--- config.mk ---
export PLATFORM = sky130hd
export DESIGN_NAME = oahi_queue
export DESIGN_NICKNAME = d
export VERILOG_FILES = /design/src/sv/oahi_queue.sv
export SDC_FILE = /design/constraint.sdc
export NUM_CORES = 1
export LEC_CHECK = 0
export BUFFER_PORTS_ARGS = -buffer_cell sky130_fd_sc_hd__buf_2
export CAP_MARGIN = 10
export CORE_MARGIN = 5
export CORE_UTILIZATION = 52
export CTS_CLUSTER_SIZE = 40
export DETAILED_ROUTE_END_ITERATION = 10
export GPL_ROUTABILITY_DRIVEN = 0
export PLACE_DENSITY_LB_ADDON = 0.2
export SYNTH_ARGS = -nofsm -noshare
export SYNTH_HDL_FRONTEND = slang
export SYNTH_SLANG_ARGS = --single-unit
--- constraint.sdc ---
create_clock -name clk -period 3.15 [get_ports clk]
set_input_delay 0.315 -clock clk [delete_from_list [all_inputs] [get_ports clk]]
set_output_delay 0.315 -clock clk [all_outputs]
set_load 0.1 [all_outputs]
--- src/sv/oahi_queue.sv ---
`default_nettype none
// ----------------------------------------------------------------------------
// oahi_queue
// two-entry request queue between the front and back parts
// ----------------------------------------------------------------------------
module oahi_queue #(
    parameter int W = 45
) (
    input  wire logic         clk,
    input  wire logic         rst_n,
    input  wire logic         push,
    input  wire logic [W-1:0] wdata,
    output logic              full,
    input  wire logic         pop,
    output logic              not_empty,
    output logic [W-1:0]      rdata
);

    logic [W-1:0] mem_reg [2];
    logic         wp_reg, rp_reg;
    logic [1:0]   cnt_reg;

    assign full      = (cnt_reg == 2'd2);
    assign not_empty = (cnt_reg != 2'd0);
    assign rdata     = mem_reg[rp_reg];

    always_ff @(posedge clk or negedge rst_n)
    begin
        if (!rst_n)
        begin
            wp_reg  <= 1'b0;
            rp_reg  <= 1'b0;
            cnt_reg <= 2'd0;
        end
        else
        begin
            if (push) wp_reg <= ~wp_reg;
            if (pop)  rp_reg <= ~rp_reg;
            cnt_reg <= cnt_reg + {1'b0, push} - {1'b0, pop};
        end
    end

    always_ff @(posedge clk)
    begin
        if (push) mem_reg[wp_reg] <= wdata;
    end

endmodule
`default_nettype wire

Word-level counts from Yosys, hierarchy flattened --
Memory sizes are Yosys's and may differ from the RTL's. Cells that the tools add are included.
Storage, ports and cells: input port bits 49, memories kept 1, logic and storage cells 12, bits in registers 4, bits in writable memories 90
Operators by class: $add $sub $neg 2, reduce and logical (&&, ||, !) cells 1, multiplexer cells 2, equal/unequal tests 1, bitwise gates (word level) 2
Memory list:
- mem_reg | words 2, bits a word 45, read ports 1, clocked after Yosys merged registers in 0, wr ports 1, RTL line 19 | logic [W-1:0] mem_reg [2];
Operators with widths (number):
- adder 2 x 1 -> 2 bit | 1
- equality test 2 bit (second input constant) | 1
- 2-to-1 mux 1 bit | 2
- NOT 1 bit | 2
- nonzero test 2 bit | 1
- subtractor 2 x 1 -> 2 bit | 1

Logic depth before layout (Yosys ltp) --
Gate-level depths: netlist (run 1).
depth after elaboration 2, mapped depth 5

Worst setup path before layout (run 1) --
OpenSTA, ideal clock, no wires.
path type flip-flop to flip-flop, start point register wp_reg, end point memory mem_reg[0][0] (enable), path buffers 0, arrival time 2.413 ns, setup time 0.453 ns, period minus slack after synthesis 2.866 ns, required time 2.697 ns, path slack 0.284 ns, cell stages (with the launch flop) 2, path through dfrtp_1 nor2b_1
RTL lines:
- start: declaration | RTL line 20 | logic wp_reg, rp_reg;
- start signal: assignment | RTL line 37 | if (push) wp_reg <= ~wp_reg;
- end: declaration | RTL line 19
No word-level cell before the write port.

Worst setup path after layout (run 1) --
start point register rp_reg, end point output rdata[1]
Between the ends: word-level cells in the longest chain between the ends 1
Ends and longest elaborated chain:
- start: declaration | RTL line 20
- start signal: assignment | RTL line 38 | if (pop) rp_reg <= ~rp_reg;
- memory (2 x 45 bit)
- end: declaration | RTL line 16 | output logic [W-1:0] rdata
Every way passes these cells.

==> results of run 1 <==
path summary, 6_finish.rpt:
| check | slack, ps | cells past startpoint | end |
|---|---|---|---|
| setup / recovery | 720 | 3 | rdata[1] |
| hold / removal | 160 | 1 | mem_reg[1][7] |
| setup reg to reg | 1490 | 2 | mem_reg[1][8] |
| hold reg to reg | 550 | 1 | wp_reg |
| max in group asynchronous | 2690 | 2 | rp_reg |
| min in group asynchronous | 310 | 2 | cnt_reg[0] |
layout make-up:
| cell class | count | share of cell area [%] |
|---|---|---|
| Sequential cell | 94 | 63.6 |
| Clock buffer | 12 | 3.07 |
| Inverter | 2 | 0.170 |
| Timing Repair Buffer | 100 | 12.3 |
| Clock inverter | 4 | 1.08 |
| Multi-Input combinational cell | 54 | 17.1 |
| Tap cell | 96 | 2.72 |
through the flow:
stage	instances	worst slack, ps	hold slack (ps)	instance area [um2]	utilization [%]
after floorplan	155	284	19.4	3650	-
after detailed placement	345	1070	132	4220	62.0
after global routing	362	628	136	4410	64.9
after CTS	362	680	134	4410	64.9
after global placement	345	1090	125	4220	62.0
final	362	719	157	4410	64.9
logic make-up (layout without fill, tap and decap cells):
| family | Yosys count | after routing | share of synthesized area, % |
|---|---|---|---|
| mux | 45 | 45 | 17.9 |
| fa+ha+maj | 2 | 2 | 0.686 |
| flops | 94 | 94 | 76.9 |
| xor+xnor | 3 | 3 | 1.13 |
| buf+inv | 7 | 118 | 2.71 |
| simple gates | 4 | 4 | 0.687 |
critical path, stage by stage (launching register included):
cell and delay, ps:
dfrtp_2 830, buf_12 280, mux2_2 360, buf_2 290
cell usage in the layout (no fill, tap or decap):
master,n
dfrtp_2,1
xor2_1,2
nor2b_1,1
inv_1,2
buf_12,2
dfrtp_1,3
clkbuf_1,3
clkinv_1,1
buf_2,95
nor2b_4,1
mux2_4,39
ha_1,2
clkbuf_8,9
or2_2,1
dlygate4sd3_1,1
clkinv_4,1
mux2_2,6
xor3_1,1
and2_2,1
clkinv_2,1
buf_4,2
edfxtp_1,90
bufinv_16,1
layer usage:
metal / vias up / track usage, %
met4: 0 / 5.78
met1: 831 / 16.6
li1: 819 / -
met5: - / 0
met2: 56 / 23.2
met3: 7 / 4.41
==> impl_metrics.json, run 1 <==
{
  "status": "completed",
  "multi_input_area_um2": 753,
  "max_freq_mhz": 411,
  "rows": 30,
  "slew_headroom_pct": 53.8,
  "yosys_warnings": 0,
  "yosys_register_bits": 94,
  "synth_most_common_cell": "edfxtp_1",
  "syn_nets": 206,
  "ys_types": 13,
  "post_cts_buffers": 0,
  "path_clk_slew_ps": 90,
  "critPathLaunch": "rp_reg",
  "postRouteAntennaNets": 0,
  "tightest_slew_ps": 694,
  "arrival_ps": 2120,
  "n_antenna_cell": 0,
  "num_vias": 1713,
  "synth_flop_cell": "edfxtp_1",
  "setup.worst_path.class": "reg -> out",
  "drtPass1Iterations": 4,
  "required_ps": 2830,
  "setup_tns_ps": 0,
  "port_buffers": 95,
  "grt_overflow_total": 0,
  "drc": 0,
  "met3WireLength_um": 423,
  "wl_met2_um": 3040,
  "nFillCells": 489,
  "fin_crit_sh_pct": 77.2,
  "cts_buffers": 9,
  "seqCellArea_mm2": 0.00280,
  "area_delta_synth_final_pct": 20.9,
  "grt_usage_pct": 13.9,
  "cp-start-kind": "flop",
  "cts.sinks": 94,
  "min_from": "wdata[7]",
  "grt_pass1_wl_um": 9100,
  "top_layer_used": "met4",
  "dieHeight_um": 93.7,
  "core_mm2": 0.00679,
  "min_period_ps": 2430,
  "fin_skew_ps": 5.51,
  "setup_viol": 0,
  "start_util_pct": 53.7,
  "yosysTopAreaCell": "edfxtp_1",
  "rsz0062_at_grt": "no",
  "largest_reg_flops": 90,
  "cts_root_buffer": "clkbuf_8",
  "drive_gt1_share_pct": 60.2,
  "ys_top_cells_by_area": "edfxtp_1 74%, mux2_4 16%, dfrtp_1 2.7%",
  "drv_slew": 0,
  "die_width_um": 93.7,
  "cp_max_fo": 22,
  "h-tree-depth": 3,
  "synth_top_area_share_pct": 74.1,
  "nNetsFinal": 312,
  "hold_path_class": "in -> reg",
  "grt_max_degree": 30,
  "antenna_found_initial": 0,
  "synthCells": 155,
  "clockBufferDepth": 2,
  "clk-insertion-delay-late_ps": 340,
  "fp.dieArea_mm2": 0.00879,
  "cts_tree": "built",
  "wl_met1_um": 2400,
  "wl_um": 5930,
  "endpoint_kind": "output pin",
  "drv_cap": 0,
  "dp_hpwl_um": 4030,
  "r2r-start": "wp_reg",
  "syn_area_mm2": 0.00365,
  "grt_pass1_vias": 1848,
  "ys_top_cells_by_count": "90 x edfxtp_1, 39 x mux2_4, 6 x mux2_2, 4 x buf_12, 4 x dfrtp_1",
  "hold_viol": 0,
  "avgSynthCellArea_um2": 23.5,
  "holdBufCountCts": 1,
  "ys_seq_area_share_pct": 76.9,
  "io_pins": 96,
  "drt-initial-drc-count": 65,
  "synth_edf_count": 90,
  "ys_async_sr_fraction_pct": 4.26,
  "cts_resized": 0,
  "viasPerCell": 4.73,
  "wl_per_cell_um": 16.4
}
Power of run 1 is not shown: default switching activity piles up to over one toggle a cycle in this logic, so the estimate is an artifact.
==> run 2: changes to the inputs <==
--- a/config.mk
+++ b/config.mk
@@ -5,10 +5,11 @@
 export SDC_FILE = /design/constraint.sdc
 export NUM_CORES = 1
 export LEC_CHECK = 0
+export ABC_AREA = 1
 export BUFFER_PORTS_ARGS = -buffer_cell sky130_fd_sc_hd__buf_2
 export CAP_MARGIN = 10
 export CORE_MARGIN = 5
-export CORE_UTILIZATION = 52
+export CORE_UTILIZATION = 47
 export CTS_CLUSTER_SIZE = 40
 export DETAILED_ROUTE_END_ITERATION = 10
 export GPL_ROUTABILITY_DRIVEN = 0
==> constraint.sdc (replaced) <==
create_clock -name clk -period 2.08 [get_ports clk]
set_input_delay 0.208 -clock clk [delete_from_list [all_inputs] [get_ports clk]]
set_output_delay 0.208 -clock clk [all_outputs]
set_load 0.1 [all_outputs]
==> run 2 against run 1 <==
Effect of this change: global-route usage up 0.36 points; worst setup slack worse by 600 ps; first-iteration DRC count up 100%; register-to-register slack worse by 740 ps; sequential share of layout area down 5.2 points; synthesized cell count up 68%; flip-flop and latch count unchanged; area after synthesis down 1.6%; die area up 7.9%.
==> impl_metrics.json, run 2 <==
{
  "status": "completed",
  "syn_nets": 311,
  "dp.cells": 449,
  "die_width_um": 97.3,
  "clk-insertion-delay-late_ps": 340,
  "h-tree-depth": 3,
  "synth_most_common_cell": "edfxtp_1",
  "stdcell_area_mm2": 0.00480,
  "fp.dieArea_mm2": 0.00948,
  "wl_per_cell_um": 13.9,
  "grt_usage_pct": 14.2,
  "ys_types": 10,
  "rsz0062_at_grt": "no",
  "rows": 31,
  "wl_um": 6510,
  "grt.met1_usage_pct": 16.6,
  "drt-initial-drc-count": 130,
  "endpoint_kind": "output pin",
  "met2_usage_pct": 24.5,
  "setup_viol": 0,
  "largest_reg_flops": 90,
  "dieHeight_um": 97.3,
  "ys_top_cells_by_area": "edfxtp_1 75%, o21ai_1 6.3%, inv_1 5.4%",
  "ys_top_cells_by_count": "90 x edfxtp_1, 52 x inv_1, 52 x nand2_1, 45 x o21ai_1, 10 x buf_6",
  "ys_async_sr_fraction_pct": 4.26,
  "drv_slew": 0,
  "nFillCells": 542,
  "fin_cells": 467,
  "synth_edf_count": 90,
  "cts_tree": "built",
  "antenna_found_initial": 0,
  "grt_max_degree": 37,
  "hold_viol": 0,
  "final_common_cell": "edfxtp_1",
  "synth_top_area_share_pct": 75.4,
  "drive_gt1_share_pct": 32.3,
  "postRouteAntennaNets": 0,
  "setup.worst_path.class": "reg -> out",
  "path_clk_slew_ps": 90,
  "tightest_slew_ps": 491,
  "dp_hpwl_um": 4490,
  "use_met3_pct": 4.45,
  "arrival_ps": 1750,
  "max_freq_mhz": 511,
  "seqCellArea_mm2": 0.00281,
  "yosysTopAreaCell": "edfxtp_1",
  "hold_path_class": "in -> reg",
  "placed_area_mm2": 0.00454,
  "synthCells": 260,
  "multi_input_area_um2": 483,
  "min_period_ps": 1960,
  "cts.sinks": 94,
  "clockBufferDepth": 2,
  "port_buffers": 95,
  "final_cell_mix": "90 x edfxtp_1, 68 x buf_2, 52 x nand2_1, 51 x inv_1, 45 x o21ai_1",
  "ys_seq_area_share_pct": 78.2,
  "synth_flop_cell": "edfxtp_1",
  "nNetsFinal": 414,
  "cts_buffers": 9,
  "grt_pass1_vias": 2223,
  "r2r_cells": 3,
  "drtPass1Iterations": 4,
  "syn_area_mm2": 0.00359,
  "required_ps": 1870,
  "slew_headroom_pct": 67.5,
  "final_util_pct": 65.5,
  "yosys_warnings": 0,
  "drv_cap": 0,
  "cts_root_buffer": "clkbuf_8",
  "start_util_pct": 48.9,
  "hold_depth": 1,
  "drc": 0,
  "avgSynthCellArea_um2": 13.8,
  "area_delta_synth_final_pct": 33.9,
  "grt_pass1_wl_um": 10600,
  "yosys_register_bits": 94,
  "fin_skew_ps": 7.79,
  "io_pins": 96,
  "cp_max_fo": 20,
  "n_antenna_cell": 0,
  "viasPerCell": 4.58,
  "num_vias": 2141,
  "grt_overflow_total": 0,
  "cp-start-kind": "flop",
  "top_usage_layer": "met2",
  "fin_crit_sh_pct": 94.1,
  "core_mm2": 0.00733
}
[run 2: cell count changes after synthesis, sizes merged]
cell / before / now
nand2: 0 / 52
inv: 2 / 52
mux2: 45 / 0
o21ai: 0 / 45
buf: 5 / 10
nor2: 0 / 2
nor2b: 2 / 0
and2: 1 / 0
nand3: 0 / 1
or2: 1 / 0
xor3: 1 / 0
[run 2: per-stage QoR]
step                hold WS, ps  worst slack [ps]  TNS [ps]
global route               15.7              4.39         0
finish                     48.5               123         0
floorplan                 -87.6              -117     -5270
global placement           23.4               275         0
CTS                        27.8              84.3         0
detailed placement         25.0               241         0
[run 2: timing repair]
action | in CTS | in global routing
endpoints found under the setup margin | 27 | 7
pin swaps | 0 | 0
setup buffers | 1 | 0
hold buffers | 1 | 0
endpoints found under the hold margin | 4 | 0
resized for setup | 1 | 1
[run 2: cell families after synthesis]
group	after synthesis	share of synthesized area, %
AO/OA/AOI/OAI	45	6.28
flip-flops	94	78.2
AND/OR/NAND/NOR	55	5.79
buffers and inverters	62	8.58
XOR/XNOR	2	0.489
adder cells (fa/ha/maj)	2	0.698
[run 2: layer usage]
metal  share of wire, %  vias to the layer above  routed length [um]
li1                   -                     1068                   -
met5                  0                        -                   0
met1                 42                     1011                2740
met2                 51                       56                3340
met4               0.80                        0                  52
met3                5.7                        6                 373
[run 2: worst max-delay path, stage by stage, from the launching register on]
cell	delay [ps]
dfrtp_4	600
buf_6	210
o21ai_1	160
buf_2	450
[run 2: cell type report]
class                      instances  share of cell area [%]
tap                               99                    2.58
clock buffer                      10                    2.66
multi-input combinational        104                    10.1
inverter                          52                    4.07
sequential                        94                    58.5
timing repair buffer             102                    19.9
clock inverter                     6                    2.27
[run 2: path summary, 6_finish.rpt]
kind | startpoint | endpoint | slack [ps]
setup / recovery | rp_reg | rdata[12] | 120
hold / removal | wdata[6] | mem_reg[1][6] | 50
setup reg to reg | wp_reg | mem_reg[1][12] | 750
hold reg to reg | wp_reg | wp_reg | 570
max in group asynchronous | rst_n | rp_reg | 1740
min in group asynchronous | rst_n | cnt_reg[0] | 200
Power of run 2 is left out for the same reason.
==> run 3: changes to the inputs <==
--- a/config.mk
+++ b/config.mk
@@ -8,12 +8,13 @@
 export ABC_AREA = 1
 export BUFFER_PORTS_ARGS = -buffer_cell sky130_fd_sc_hd__buf_2
 export CAP_MARGIN = 10
-export CORE_MARGIN = 5
+export CORE_MARGIN = 2
 export CORE_UTILIZATION = 47
 export CTS_CLUSTER_SIZE = 40
 export DETAILED_ROUTE_END_ITERATION = 10
 export GPL_ROUTABILITY_DRIVEN = 0
 export PLACE_DENSITY_LB_ADDON = 0.2
+export SKIP_LAST_GASP = 1
 export SYNTH_ARGS = -nofsm -noshare
 export SYNTH_HDL_FRONTEND = slang
 export SYNTH_SLANG_ARGS = --single-unit
==> run 3 against run 2 <==
Effect of this change: maximum frequency decreased by 2.3%; hold slack worse by 4.3 ps; critical path depth unchanged; wire length down 5.4%; non-clock buffer count down 1; global-route usage grew 0.49 points; largest cell class unchanged.
==> impl_metrics.json, run 3 (synthesized netlist as in run 2, its figures left out) <==
{
  "status": "completed",
  "h-tree-depth": 3,
  "drc": 0,
  "start_util_pct": 48.9,
  "clockBufferDepth": 2,
  "drtPass1Iterations": 4,
  "n_antenna_cell": 0,
  "critical_path.cell_chain": "buf_8 -> o21ai_1 -> buf_2",
  "hold_viol": 0,
  "slew_headroom_pct": 67.2,
  "drv_cap": 0,
  "largest_reg_flops": 90,
  "slowest_delay_ps": 610,
  "max_freq_mhz": 499,
  "drv_slew": 0,
  "rsz0062_at_grt": "yes",
  "final_cell_mix": "90 x edfxtp_1, 70 x buf_2, 52 x nand2_1, 51 x inv_1, 45 x o21ai_1",
  "grt_usage_pct": 14.7,
  "cts_buffers": 9,
  "num_vias": 2137,
  "clk-insertion-delay-late_ps": 350,
  "die_width_um": 91.3,
  "drt-initial-drc-count": 159,
  "cts_root_buffer": "clkbuf_8",
  "final_common_cell": "edfxtp_1",
  "holdWs_ps": 44.2,
  "rows": 31,
  "dieHeight_um": 91.3,
  "antenna_found_initial": 0,
  "postRouteAntennaNets": 0,
  "wl_um": 6160,
  "io_pins": 96,
  "placed_area_mm2": 0.00451,
  "hold_path_class": "in -> reg",
  "cp-start-kind": "flop",
  "tightest_slew_ps": 495,
  "required_ps": 1870,
  "drive_gt1_share_pct": 31.9,
  "grt_overflow_total": 0,
  "nNetsFinal": 413,
  "fin_skew_ps": 5.95,
  "grt_pass1_wl_um": 9250,
  "setup.worst_path.class": "reg -> out",
  "grt_max_degree": 51,
  "dp_hpwl_um": 4250,
  "port_buffers": 95,
  "viasPerCell": 4.59,
  "setup_viol": 0,
  "core_mm2": 0.00733,
  "stdcell_area_mm2": 0.00480,
  "grt_pass1_vias": 1951,
  "fp.dieArea_mm2": 0.00834,
  "endpoint_kind": "output pin",
  "min_period_ps": 2000,
  "nFillCells": 544,
  "fin_crit_sh_pct": 96.3,
  "wl_per_cell_um": 13.2,
  "cts_tree": "built",
  "crit_slowest_cell": "dfrtp_4",
  "cts.sinks": 94,
  "area_delta_synth_final_pct": 33.8,
  "arrival_ps": 1790,
  "path_clk_slew_ps": 90,
  "cp_max_fo": 22
}
## run 3: final timing paths
check	from	end	slack, ps	cells after the start
max in group asynchronous	rst_n	rp_reg	1730	2
min in group asynchronous	rst_n	cnt_reg[0]	200	2
setup / recovery	rp_reg	rdata[22]	80	3
hold / removal	wdata[37]	mem_reg[0][37]	40	1
hold reg to reg	wp_reg	wp_reg	580	1
setup reg to reg	wp_reg	mem_reg[0][21]	670	2
## run 3: per-stage QoR
step / setup WS (ps) / cells / utilization (%) / TNS, ps
after global routing: -9.27 / 466 / 65.5 / -9.27
after detailed placement: 256 / 448 / 61.5 / 0
after floorplan: -117 / 260 / - / -5270
after CTS: 20.9 / 465 / 65.3 / 0
after global placement: 276 / 448 / 61.5 / 0
final: 77.2 / 466 / 65.5 / 0
## run 3: layout make-up
type	count	area, um2	share of cell area [%]
Inverter	52	195	4.07
Sequential cell	94	2810	58.5
Timing Repair Buffer	101	931	19.4
Clock buffer	9	124	2.58
Tap cell	99	124	2.58
Multi-Input combinational cell	104	483	10.1
Clock inverter	7	136	2.84
## run 3: metal layers
layer | track usage (%) | part of all wire (%)
met5 | 0 | 0
met4 | 6.44 | 1.8
met3 | 4.32 | 5.5
met2 | 24.6 | 51
met1 | 17.9 | 42
## run 3: worst max-delay path, delay by kind of cell (launching register included)
family / cells / cell delay (ps)
buf+inv: 2 / 660
flops: 1 / 610
compound gates: 1 / 180
## run 3: timing repair
action,CTS,global route
hold endpoints to repair,4,0
setup buffers,0,1
hold buffers,1,0
pin swaps,0,0
resized for setup,1,0
setup endpoints to repair,30,14
gates cloned,0,0
Power of run 3 is left out for the same reason.
