[config.mk]
export PLATFORM = sky130hd
export DESIGN_NAME = oahi_front
export DESIGN_NICKNAME = d
export VERILOG_FILES = /design/src/sv/oahi_pkg.sv /design/src/sv/oahi_front.sv
export SDC_FILE = /design/constraint.sdc
export NUM_CORES = 1
export LEC_CHECK = 0
export ABC_AREA = 1
export BUFFER_PORTS_ARGS = -buffer_cell sky130_fd_sc_hd__buf_2
export CAP_MARGIN = 20
export CORE_MARGIN = 2
export CORE_UTILIZATION = 40
export CTS_CLUSTER_DIAMETER = 200
export CTS_CLUSTER_SIZE = 8
export DETAILED_ROUTE_END_ITERATION = 12
export PLACE_DENSITY_LB_ADDON = 0.12
export SETUP_SLACK_MARGIN = 0.05
export SYNTH_ARGS = -nofsm -noshare
export SYNTH_HDL_FRONTEND = slang
export SYNTH_SLANG_ARGS = --single-unit
[constraint.sdc]
create_clock -name clk -period 6.7 [get_ports clk]
set_input_delay 0.335 -clock clk [delete_from_list [all_inputs] [get_ports clk]]
set_output_delay 0.335 -clock clk [all_outputs]
set_load 0.005 [all_outputs]
[src/sv/oahi_pkg.sv]
`default_nettype none
// ----------------------------------------------------------------------------
// oahi_pkg
// shared types and constants for the open-addressing hash insert block
// ----------------------------------------------------------------------------
package oahi_pkg;

    typedef enum logic [1:0] {
        REG_TABLE_SIZE  = 2'd0,
        REG_PROBE_MODE  = 2'd1,
        REG_PROBE_LIMIT = 2'd2
    } reg_index_t;

    typedef enum logic [2:0] {
        BK_CLEAR,
        BK_IDLE,
        BK_READ,
        BK_CHECK,
        BK_OUT
    } back_state_t;

    typedef enum logic [1:0] {
        FR_IDLE,
        FR_DIV,
        FR_PUSH
    } front_state_t;

endpackage
`default_nettype wire

[src/sv/oahi_front.sv]
`default_nettype none
// ----------------------------------------------------------------------------
// oahi_front
// takes a key and computes its home slot with a bit-serial remainder unit
// ----------------------------------------------------------------------------
module oahi_front #(
    parameter int KEY_WIDTH = 31,
    parameter int IDX_WIDTH = 14
) (
    input  wire logic                 clk,
    input  wire logic                 rst_n,
    input  wire logic                 in_valid,
    output logic                      in_stall,
    input  wire logic [KEY_WIDTH-1:0] key,
    input  wire logic [IDX_WIDTH:0]   size_n,
    output logic                      q_push,
    input  wire logic                 q_full,
    output logic [KEY_WIDTH-1:0]      q_key,
    output logic [IDX_WIDTH-1:0]      q_home
);

    localparam int CW = $clog2(KEY_WIDTH + 1);

    oahi_pkg::front_state_t state_reg, state_next;
    logic [KEY_WIDTH-1:0] key_reg, key_next;
    logic [KEY_WIDTH-1:0] shift_reg, shift_next;
    logic [IDX_WIDTH:0]   rem_reg, rem_next;
    logic [CW-1:0]        cnt_reg, cnt_next;
    logic [IDX_WIDTH+1:0] trial;

    assign trial = {rem_reg, shift_reg[KEY_WIDTH-1]};

    always_comb
    begin
        state_next = state_reg;
        case (state_reg)
            oahi_pkg::FR_IDLE: if (in_valid) state_next = oahi_pkg::FR_DIV;
            oahi_pkg::FR_DIV:  if (cnt_reg == CW'(1)) state_next = oahi_pkg::FR_PUSH;
            oahi_pkg::FR_PUSH: if (!q_full) state_next = oahi_pkg::FR_IDLE;
            default:           state_next = oahi_pkg::FR_IDLE;
        endcase
    end

    always_comb
    begin
        key_next   = key_reg;
        shift_next = shift_reg;
        rem_next   = rem_reg;
        cnt_next   = cnt_reg;
        case (state_reg)
            oahi_pkg::FR_IDLE:
            begin
                key_next   = key;
                shift_next = key;
                rem_next   = '0;
                cnt_next   = CW'(KEY_WIDTH);
            end
            oahi_pkg::FR_DIV:
            begin
                shift_next = shift_reg << 1;
                cnt_next   = cnt_reg - CW'(1);
                if (trial >= {1'b0, size_n})
                    rem_next = (IDX_WIDTH+1)'(trial - {1'b0, size_n});
                else
                    rem_next = trial[IDX_WIDTH:0];
            end
            default: ;
        endcase
    end

    assign in_stall = (state_reg != oahi_pkg::FR_IDLE);
    assign q_push   = (state_reg == oahi_pkg::FR_PUSH) && !q_full;
    assign q_key    = key_reg;
    assign q_home   = rem_reg[IDX_WIDTH-1:0];

    always_ff @(posedge clk or negedge rst_n)
    begin
        if (!rst_n)
            state_reg <= oahi_pkg::FR_IDLE;
        else
            state_reg <= state_next;
    end

    always_ff @(posedge clk)
    begin
        key_reg   <= key_next;
        shift_reg <= shift_next;
        rem_reg   <= rem_next;
        cnt_reg   <= cnt_next;
    end

endmodule
`default_nettype wire

Word level (Yosys, flattened, before mapping)
Cells that the tools add are included.
W data, S select, Z words.
- register bits after elaboration: 84
- input port bits: 50
- output and inout port bits: 47
- word-level logic and storage cells: 28
- add/sub/neg operators: 2
- magnitude comparators: 1
- equal/unequal tests: 6
- mux-type cells: 8
- reduce and logical (&&, ||, !) cells: 6
- operators with widths (operator ; number):
    $pmux W31 S2 ; 1
    $pmux W15 S2 ; 1
    $ge A16 B15 Y1 ; 1
    $mux W15 ; 1
    $sub A15 B15 Y15 ; 1
    $pmux W5 S2 ; 1
    $mux W2 ; 3
    $ne A2 B2 Y1 const B ; 3
    $pmux W2 S3 ; 1
    $eq A5 B1 Y1 const B ; 1
    $sub A5 B1 Y5 const B ; 1
    $reduce_bool A2 Y1 ; 2
    $reduce_and A3 Y1 ; 1
    $eq A2 B1 Y1 const B ; 1
    $eq A2 B2 Y1 const B ; 1
    $logic_not A2 Y1 ; 1
    $logic_and A1 B1 Y1 ; 1
    $logic_not A1 Y1 ; 1

Depth between registers and ports, before layout
Gate-level depths: netlist of the first run.
- word-level depth: 3
- mapped depth: 14
- gate-level depth less buffers: 13

Least setup slack after synthesis of the first run
No wires, ideal clock.
- path type: reg2out
- start point: reg state_reg[1]
- end point: out in_stall
- data arrival time: 1.926 ns
- required time: 6.365 ns
- path slack: 4.439 ns
- cell stages (with the launch flop): 3
- cells stage by stage: dfrtp_1 nor2_1 inv_1
- cells in the longest elaborated chain, start to end: 1
- ends and longest elaborated chain (what ; line ; RTL):
    start: declaration ; oahi_front.sv:24 ; oahi_pkg::front_state_t state_reg, state_next;
    start signal: assignment ; oahi_front.sv:79 ; state_reg <= oahi_pkg::FR_IDLE;
    start signal: assignment ; oahi_front.sv:81 ; state_reg <= state_next;
    $reduce_bool A2 Y1 ; oahi_front.sv:71 ; assign in_stall = (state_reg != oahi_pkg::FR_IDLE);
    end: declaration ; oahi_front.sv:13 ; output logic in_stall,
Every way passes these cells.

Worst setup path after layout of the first run
- start point: reg state_reg[1]
- end point: reg cnt_reg[2] (data pin)
- cells in the longest elaborated chain, start to end: 2
- ends and longest elaborated chain (what ; line ; RTL):
    $eq A2 B1 Y1 or $logic_not A2 Y1 (tied branches) ; oahi_front.sv:50 ; case (state_reg)
    $pmux W5 S2 * ; oahi_front.sv:50 ;
    end signal: assignment ; oahi_front.sv:89 ; cnt_reg <= cnt_next;
    end: declaration ; oahi_front.sv:28 ; logic [CW-1:0] cnt_reg, cnt_next;
Every way passes the cells marked *; elsewhere a longest branch is shown, timed or not.
A chain may end at the register's enable or synchronous reset.

==> results of run 1 <==
## power by group through the flow
stage                     registers (uW)  logic, uW  clock network, uW
after floorplan                      966        899                  0
after global placement               990       1110                  0
after detailed placement             995       1120                  0
after CTS                            989       1130                454
after global routing                1010       1310                480
final                                985       1120                444
## synth_stat cells
library cell	count	area share [%]
o21bai_1	1	0.17
clkinv_1	1	0.083
clkbuf_1	6	0.50
nor3_4	1	0.36
buf_6	1	0.25
buf_12	1	0.44
xor2_1	7	1.4
nand3b_1	13	2.2
nor2_1	37	3.1
nand4_1	2	0.28
nand2_4	2	0.50
nand2_1	186	16
nor3_1	3	0.33
inv_1	62	5.2
nand3_1	19	2.1
edfxtp_1	82	55
buf_2	3	0.33
and2_4	1	0.19
buf_4	14	2.3
dfrtp_1	2	1.1
o21ai_0	5	0.56
fa_1	1	0.44
ha_1	17	4.7
nor2_2	11	1.5
a21oi_1	7	0.78
nand2_2	1	0.14
a22o_1	1	0.19
a21oi_2	1	0.19
inv_4	1	0.14
a21oi_4	1	0.36
## worst register-to-register path, stage by stage, from the launching register on
cell and delay (ps):
dfrtp_1 460, nor2_4 350, buf_12 240, clkinv_1 760
a21oi_1 370, o21ai_0 140
## worst max path at each step
stage                     slack [ps]          to  cells past startpoint    startpoint
after global placement          3540  cnt_reg[2]                      4  state_reg[1]
after CTS                       3410  cnt_reg[2]                      4  state_reg[1]
final                           4110  cnt_reg[2]                      5  state_reg[1]
after floorplan                 4440    in_stall                      2  state_reg[1]
after global routing            3750  cnt_reg[2]                      6  state_reg[0]
after detailed placement        3420  cnt_reg[2]                      4  state_reg[1]
## area by class of cell
type                            instances  area (sq um)
Fill cell                            1100          5610
Sequential cell                        84          2510
Multi-Input combinational cell        317          1590
Timing Repair Buffer                   99           531
Inverter                               64           243
Clock buffer                           10           229
Tap cell                              140           175
Clock inverter                          6          41.3
## routing by layer
metal / global-route usage [%] / share of wire [%]
met1: 20.9 / 47
met2: 25.2 / 46
met5: 0 / 0
met4: 4.38 / 0.90
met3: 4.23 / 5.7
## placed cells by master (no fill, tap or decap), types with 3 or more instances in the layout
master	count
nor3_1	3
buf_2	96
inv_1	61
a21oi_1	7
clkbuf_16	9
nor2_2	11
nand3_1	19
o21ai_0	5
ha_1	17
nor2_1	35
nand3b_1	13
nand2_1	186
edfxtp_1	82
xor2_1	7
## cell families (layout without fill, tap and decap cells)
family	Yosys count	after routing	synth area share [%]
AO/OA/AOI/OAI	16	16	2.25
adder cells (fa/ha/maj)	18	18	5.17
XOR/XNOR	7	7	1.36
flip-flops	84	84	55.8
buffers and inverters	89	179	9.25
AND/OR/NAND/NOR	276	276	26.2
## metrics by stage
stage                     area (sq um)  power [uW]  util (%)  hold WS [ps]
final                             5320        2550      48.7           195
after global routing              5320        2790      48.7           186
after CTS                         5280        2570      48.3           191
after detailed placement          5000        2120      45.7           130
after global placement            5000        2100      45.7           122
after floorplan                   4500        1870         -          39.4
==> flow_summary.ini, run 1 <==
[outcome]
run_status = finished clean

[sta]
finalCriticalPeriod_ps = 2590
worst_pin_slew_ps = 940
fmax_mhz = 386
fin_worst_skew_ps = 4.88
setup_ws_ps = 4110
hold_violations = 0
maxSlewViolCount = 0
rsz0062_at_grt = false
tns_ps = 0
setup-violations-final = 0
period_share_pct = 38.7
slew_headroom_pct = 37.2

[flow_run]
maxCapViolCount = 0

[clock_tree]
post_cts_buffers = 0
cts_hold_buf = 1
cts_sinks = 84
clk_latency_ps = 330
tritoncts = done
h-tree-depth = 3
clockBufferDepth = 2
cts_buffers = 9
cts_resized = 0
clk_pin_slew_ps = 60
cts_root_buf = clkbuf_16

[cells_and_area]
diodes = 0
stdcell_count = 720
area_delta_synth_final_pct = 18.1
final_layout_size_suffix_gt1_share_pct = 23.1
nets = 643

[power]
p_clk_share_pct = 17.4
p_int_uw = 1560
peakVddDrop_v = 0.000190
power.density_mw_per_mm2 = 480
switchingPower_uw = 990
p_seq_share_pct = 38.6
p_leak_uw = 0.00266
p_sw_share_pct = 38.8
power_frac_comb_pct = 44.0

[critical_path]
arrival_ps = 2650
crit_buf_inv = 2
path_cells = nor2_4 -> buf_12 -> clkinv_1 -> a21oi_1 -> o21ai_0
criticalPathCategory = reg2reg
cp_max_fo = 38
cp-end-kind = flip-flop
crit_path_top_delay_cell = clkinv_1
cp.required_ps = 6760
slowest_delay_ps = 740
r2r-start = state_reg[1]
worstRegToRegCells = 5
r2r_end = cnt_reg[2]
startpoint_type = flip-flop
cp_top_family = buffers and inverters
rrSetupSlack_ps = 4110

[detailed_routing]
viasPerCell = 4.60
ant_nets = 0
wl_microns = 8990
dr.pass1.iters = 4
drc = 0
wl_per_cell_microns = 12.5
vias = 3312
dr.first_iter.drc_count = 151

[placed_design]
dp_slack_ps = 3420
dp_hpwl_microns = 6450
dp_cells = 701
io_buffers = 96
gp_congestion = 0.786

[global_routing]
grt_pass1_wl_microns = 14500
grt_overflow_total = 0
grt_max_degree = 53
antenna_found_initial = 0
grtUsageTotal_pct = 15.6
grt_pass1_vias = 3224

[synth]
netlist_instances = 490
synth_cell_types = 30
yosys_register_bits = 84
yosysSeqAreaShare_pct = 55.8
synth_area_sq_mm = 0.00450
synth.net_count = 558
synth_area_per_cell_sq_um = 9.19
ys_warn_count = 0

[floorplan]
die_y_microns = 110
rows = 38
die_x_microns = 110
fp.dieArea_sq_mm = 0.0121
core_sq_mm = 0.0109
pin_count = 97
start_util_pct = 41.2

[worst_hold_path]
hold_end = q_key[14]
hold_path.startpoint = key[14]
hp-class = in2reg
hold_depth = 1
Note: power is estimated with default switching activity, not from simulation.
==> inputs of run 2 (changes only) <==
--- a/config.mk
+++ b/config.mk
@@ -5,7 +5,7 @@
 export SDC_FILE = /design/constraint.sdc
 export NUM_CORES = 1
 export LEC_CHECK = 0
-export ABC_AREA = 1
+export ABC_AREA = 0
 export BUFFER_PORTS_ARGS = -buffer_cell sky130_fd_sc_hd__buf_2
 export CAP_MARGIN = 20
 export CORE_MARGIN = 2
==> constraint.sdc (replaced) <==
create_clock -name clk -period 2.6 [get_ports clk]
set_input_delay 0.13 -clock clk [delete_from_list [all_inputs] [get_ports clk]]
set_output_delay 0.13 -clock clk [all_outputs]
set_load 0.005 [all_outputs]
==> run 2 against run 1 <==
Routed wire length shrank 7.6%. Largest cell class unchanged. Utilization grew 2.5 points. Power grew 130%.
==> flow_summary.ini, run 2 <==
[global_routing]
grtUsageTotal_pct = 15.5
grt_overflow_total = 0
grt_pass1_wl_microns = 13600
grt_pass1_vias = 2970
antenna_found_initial = 0
grt_max_degree = 53

[sta]
maxSlewViolCount = 0
rsz0062_at_grt = false
worst_pin_slew_ps = 911
setup_ws_ps = 217
tns_ps = 0
fmax_mhz = 420
slew_headroom_pct = 39.1
hold_violations = 0
finalCriticalPeriod_ps = 2380
fin_worst_skew_ps = 16.5
period_share_pct = 91.6
setup-violations-final = 0

[cells_and_area]
final_area_sq_mm = 0.00521
diodes = 0
postLayoutCoreUtil_pct = 51.1
final_layout_size_suffix_gt1_share_pct = 27.6
layout_commonest_cell = nand2_1
fill_cells = 927
area_delta_synth_final_pct = 25.4
final_cell_mix = nand2_1, buf_2, edfxtp_1
nets = 555
stdcell_count = 628

[clock_tree]
clk_pin_slew_ps = 100
post_cts_buffers = 0
tritoncts = done
cts_buffers = 9
cts_root_buf = clkbuf_8
h-tree-depth = 3
clockBufferDepth = 2
cts_sinks = 84
clk_latency_ps = 360

[flow_run]
maxCapViolCount = 0

[floorplan]
die_x_microns = 106
rows = 37
fp.dieArea_sq_mm = 0.0112
die_y_microns = 106
start_util_pct = 40.8
core_sq_mm = 0.0102
pin_count = 97

[worst_hold_path]
hold_depth = 3
hp-class = in2reg

[synth]
yosys.area_share.simple_pct = 15.3
netlist_instances = 369
synth_area_leaders = edfxtp_1, nand2_1, ha_1, buf_4, mux2i_1
synth_top_area_share_pct = 59.3
yosys_register_bits = 84
synth_cell_types = 45
synth_xor_area_share_pct = 2.74
yosys.area.top_type = edfxtp_1
ys.flop_type = edfxtp_1
synthArstFlopShare_pct = 2.38
yosysMostFrequentCell = nand2_1
synth_area_per_cell_sq_um = 11.3
ys_warn_count = 0
synth.net_count = 437
synth_compound_area_share_pct = 7.71
synth_enable_flop_cells = 82
synth_top_family_by_area = simple AND/OR/NAND/NOR gates
yosysSeqAreaShare_pct = 60.5
synth.mux.area_fraction_pct = 2.17
synthAdderAreaFrac_pct = 5.60
synth_area_sq_mm = 0.00415
ys_top_cells_by_count = nand2_1, edfxtp_1, inv_1

[placed_design]
dp_slack_ps = 114
dp_hpwl_microns = 5410
dp_cells = 580
placed_area_sq_mm = 0.00471
gp_congestion = 0.788
io_buffers = 96

[critical_path]
startpoint_type = flip-flop
cp.required_ps = 2680
criticalPathCategory = reg2reg
cp-end-kind = flip-flop
arrival_ps = 2460
cp_max_fo = 9
worstRegToRegCells = 8

[detailed_routing]
dr.first_iter.drc_count = 97
wl_per_cell_microns = 13.2
ant_nets = 0
wl_microns = 8310
vias = 2921
dr.pass1.iters = 4
viasPerCell = 4.65
drc = 0

[power]
peakVddDrop_v = 0.000652
power.density_mw_per_mm2 = 1130
p_leak_uw = 0.00236

[outcome]
run_status = finished clean
==> run 2: worst paths after layout <==
path,slack (ps),to,startpoint
setup / recovery,220,rem_reg[10],rem_reg[6]
hold / removal,20,state_reg[0],in_valid
setup reg to reg,220,rem_reg[10],rem_reg[6]
hold reg to reg,520,shift_reg[1],shift_reg[0]
max in group asynchronous,2420,state_reg[0],rst_n
min in group asynchronous,80,state_reg[1],rst_n
==> run 2: metal layers <==
layer / up-vias / share of wire [%] / track usage, %
li1: 1499 / - / -
met4: 0 / 1.0 / 5.08
met1: 1359 / 47 / 20.2
met5: - / 0 / 0
met3: 6 / 4.9 / 4.78
met2: 57 / 47 / 24.9
==> run 2: where the power goes <==
part           internal, uW  switching (uW)
Sequential             2200             218
Combinational          1180            1440
Clock                   354             504
==> run 2: critical path, stage by stage, from the launching register on <==
cell and delay [ps]:
edfxtp_1 430, ha_1 390, nand2_2 100, or3_1 370
and3_4 190, a21oi_4 170, buf_4 200, mux2i_1 190
nor2_1 50
==> run 2: timing repair <==
item / CTS / global route
endpoints found under the setup margin: 0 / 11
endpoints found under the hold margin: 33 / 0
hold buffers: 32 / 0
resized for setup: 0 / 3
==> run 2: area by class of cell <==
class / instances / area [sq um] / area share, %
Clock buffer: 9 / 124 / 2.38
Multi-Input combinational cell: 236 / 1410 / 27.1
Tap cell: 136 / 170 / 3.27
Timing Repair Buffer: 134 / 858 / 16.5
Inverter: 22 / 82.6 / 1.59
Sequential cell: 84 / 2510 / 48.2
Clock inverter: 7 / 50.0 / 0.961
==> run 2: cells by family (layout without fill, tap and decap cells) <==
logic type | after synthesis | after routing
and+or+nand+nor | 151 | 151
DFF | 84 | 84
buffers and inverters | 49 | 172
AOI/OAI and AO/OA | 45 | 45
adders and majority gates | 18 | 18
xor gates and xnor gates | 13 | 13
muxes | 9 | 9
==> run 2: metrics by stage <==
stage / hold WS (ps) / total power [uW]
after floorplan: -166 / 4460
after CTS: 2.13 / 5960
final: 24.7 / 5900
after global placement: -83.5 / 5000
after detailed placement: -80.4 / 5050
after global routing: 35.7 / 6420
==> inputs of run 3 (changes only) <==
--- a/config.mk
+++ b/config.mk
@@ -13,8 +13,9 @@
 export CTS_CLUSTER_DIAMETER = 200
 export CTS_CLUSTER_SIZE = 8
 export DETAILED_ROUTE_END_ITERATION = 12
-export PLACE_DENSITY_LB_ADDON = 0.12
+export PLACE_DENSITY = 0.72
 export SETUP_SLACK_MARGIN = 0.05
+export SLEW_MARGIN = 20
 export SYNTH_ARGS = -nofsm -noshare
 export SYNTH_HDL_FRONTEND = slang
 export SYNTH_SLANG_ARGS = --single-unit
==> run 3 against run 2 <==
Register-to-register slack got worse by 50 ps. Final cell count rose by 0.16%. Via count rose by 2.5%. Clock skew fell by 11 ps. Fmax fell by 2.0%. Highest routed layer unchanged. Count of clock-buffer cells in the layout did not move. Critical path depth rose by 2. Sequential share of layout area fell by 0.32 points. Worst hold slack improved by 7.7 ps.
==> flow_summary.ini, run 3 (synthesis results as in run 2) <==
[floorplan]
die_x_microns = 106
core_sq_mm = 0.0102
start_util_pct = 40.8
pin_count = 97
die_y_microns = 106
fp.dieArea_sq_mm = 0.0112
rows = 37

[global_routing]
grtUsageTotal_pct = 15.7
grt_pass1_vias = 3008
grt_pass1_wl_microns = 13800
antenna_found_initial = 0
grt_overflow_total = 0
grt_max_degree = 53

[placed_design]
gp_congestion = 0.827
dp_cells = 581
placed_area_sq_mm = 0.00471
dp_hpwl_microns = 5750
io_buffers = 96

[detailed_routing]
dr.pass1.iters = 4
ant_nets = 0
vias = 2993
drc = 0
dr.first_iter.drc_count = 122
wl_per_cell_microns = 13.8
wl_microns = 8700
viasPerCell = 4.76

[worst_hold_path]
hold_depth = 3
hp-class = in2reg

[power]
p_seq_share_pct = 40.0
power_frac_comb_pct = 44.3
p_leak_uw = 0.00237
p_int_uw = 3850
p_total_uw = 6040
peakVddDrop_v = 0.000575
p_clk_share_pct = 15.7
switchingPower_uw = 2190
p_sw_share_pct = 36.3
power.density_mw_per_mm2 = 1150

[critical_path]
r2r-start = shift_reg[30]
r2r_end = rem_reg[2]
crit_start = shift_reg[30]
cp_max_fo = 15
worstRegToRegCells = 10
cpMostUsedCell = a21oi_4
startpoint_type = flip-flop
path_cells = inv_1 -> ha_1 -> fa_1 -> nand2b_1 -> a21oi_4 -> a21oi_2 -> a21oi_4 -> buf_12 -> mux2i_1 -> nor2_1
criticalPathCategory = reg2reg
crit_path_top_delay_cell = fa_1
rrSetupSlack_ps = 170
cp-endpoint = rem_reg[2]
cp.required_ps = 2690
cp-end-kind = flip-flop
slowest_delay_ps = 400
arrival_ps = 2520

[sta]
maxSlewViolCount = 0
setup-violations-final = 0
hold_violations = 0
worst_pin_slew_ps = 680
slew_headroom_pct = 54.7
rsz0062_at_grt = false
fmax_mhz = 411
finalCriticalPeriod_ps = 2430
fin_worst_skew_ps = 5.41
period_share_pct = 93.5

[clock_tree]
clk_pin_slew_ps = 90
h-tree-depth = 3
cts_buffers = 9
clk_latency_ps = 350
tritoncts = done
clockBufferDepth = 2
cts_root_buf = clkbuf_8
cts_sinks = 84

[cells_and_area]
diodes = 0
final_area_sq_mm = 0.00524
final_cell_mix = nand2_1, buf_2, edfxtp_1
fill_cells = 924
stdcell_count = 629
nets = 556
final_layout_size_suffix_gt1_share_pct = 27.8
layout_commonest_cell = nand2_1
area_delta_synth_final_pct = 26.3

[outcome]
run_status = finished clean

[flow_run]
maxCapViolCount = 0
[run 3: cell count changes in the layout (fill, tap and decap cells not counted), sizes merged]
| cell | change |
|---|---|
| buf | +1 |
| bufinv | +1 |
| clkinv | -1 |
[run 3: metrics by stage]
step	setup TNS, ps	hold WS (ps)	setup WS (ps)	util (%)
floorplan	0	-166	114	-
global placement	0	-82.6	97.2	46.2
detailed placement	-12.1	-78.7	-12.1	46.2
CTS	0	12.4	137	51.4
global route	0	46.5	47.9	51.5
finish	0	32.4	168	51.5
[run 3: power groups by stage]
stage / Combinational [uW] / Clock, uW / Sequential (uW)
after floorplan: 2050 / 0 / 2400
after global placement: 2510 / 0 / 2430
after detailed placement: 2600 / 0 / 2450
after CTS: 2660 / 979 / 2420
after global routing: 3000 / 1030 / 2470
final: 2680 / 946 / 2420
[run 3: layout make-up]
class                      count  area (sq um)  area share [%]
clock buffer                   9           124            2.36
clock inverter                 7          73.8            1.41
inverter                      22          82.6            1.57
multi-input combinational    236          1410            26.9
sequential                    84          2510            47.9
tap                          136           170            3.25
timing repair buffer         135           870            16.6
[run 3: repair_timing]
item                                    4_1_cts  5_1_grt
endpoints found under the setup margin       10       10
endpoints found under the hold margin        33        0
gates resized for setup                       2        3
pin swaps                                     0        0
buffers inserted                              0        0
hold buffers                                 32        0
[run 3: critical path, delay by kind of cell, from the launching register on]
family          cells  cell delay (ps)
fa+ha+maj           2              600
flops               1              380
compound gates      3              500
simple gates        2              260
buf+inv             2              220
mux                 1              210
[run 3: routing by layer]
layer	track usage (%)	vias to the layer above	wire [microns]
met5	0	-	0
li1	-	1493	-
met3	4.23	6	495
met2	27.0	81	4280
met4	3.95	0	72
met1	19.6	1413	3850
[run 3: worst min path at each step]
| stage | slack, ps | to | startpoint |
|---|---|---|---|
| finish | 30 | state_reg[0] | in_valid |
| global route | 50 | state_reg[1] | q_full |
| CTS | 10 | state_reg[0] | in_valid |
| detailed placement | -80 | state_reg[0] | rst_n |
| global placement | -80 | state_reg[0] | rst_n |
| floorplan | -170 | state_reg[0] | rst_n |
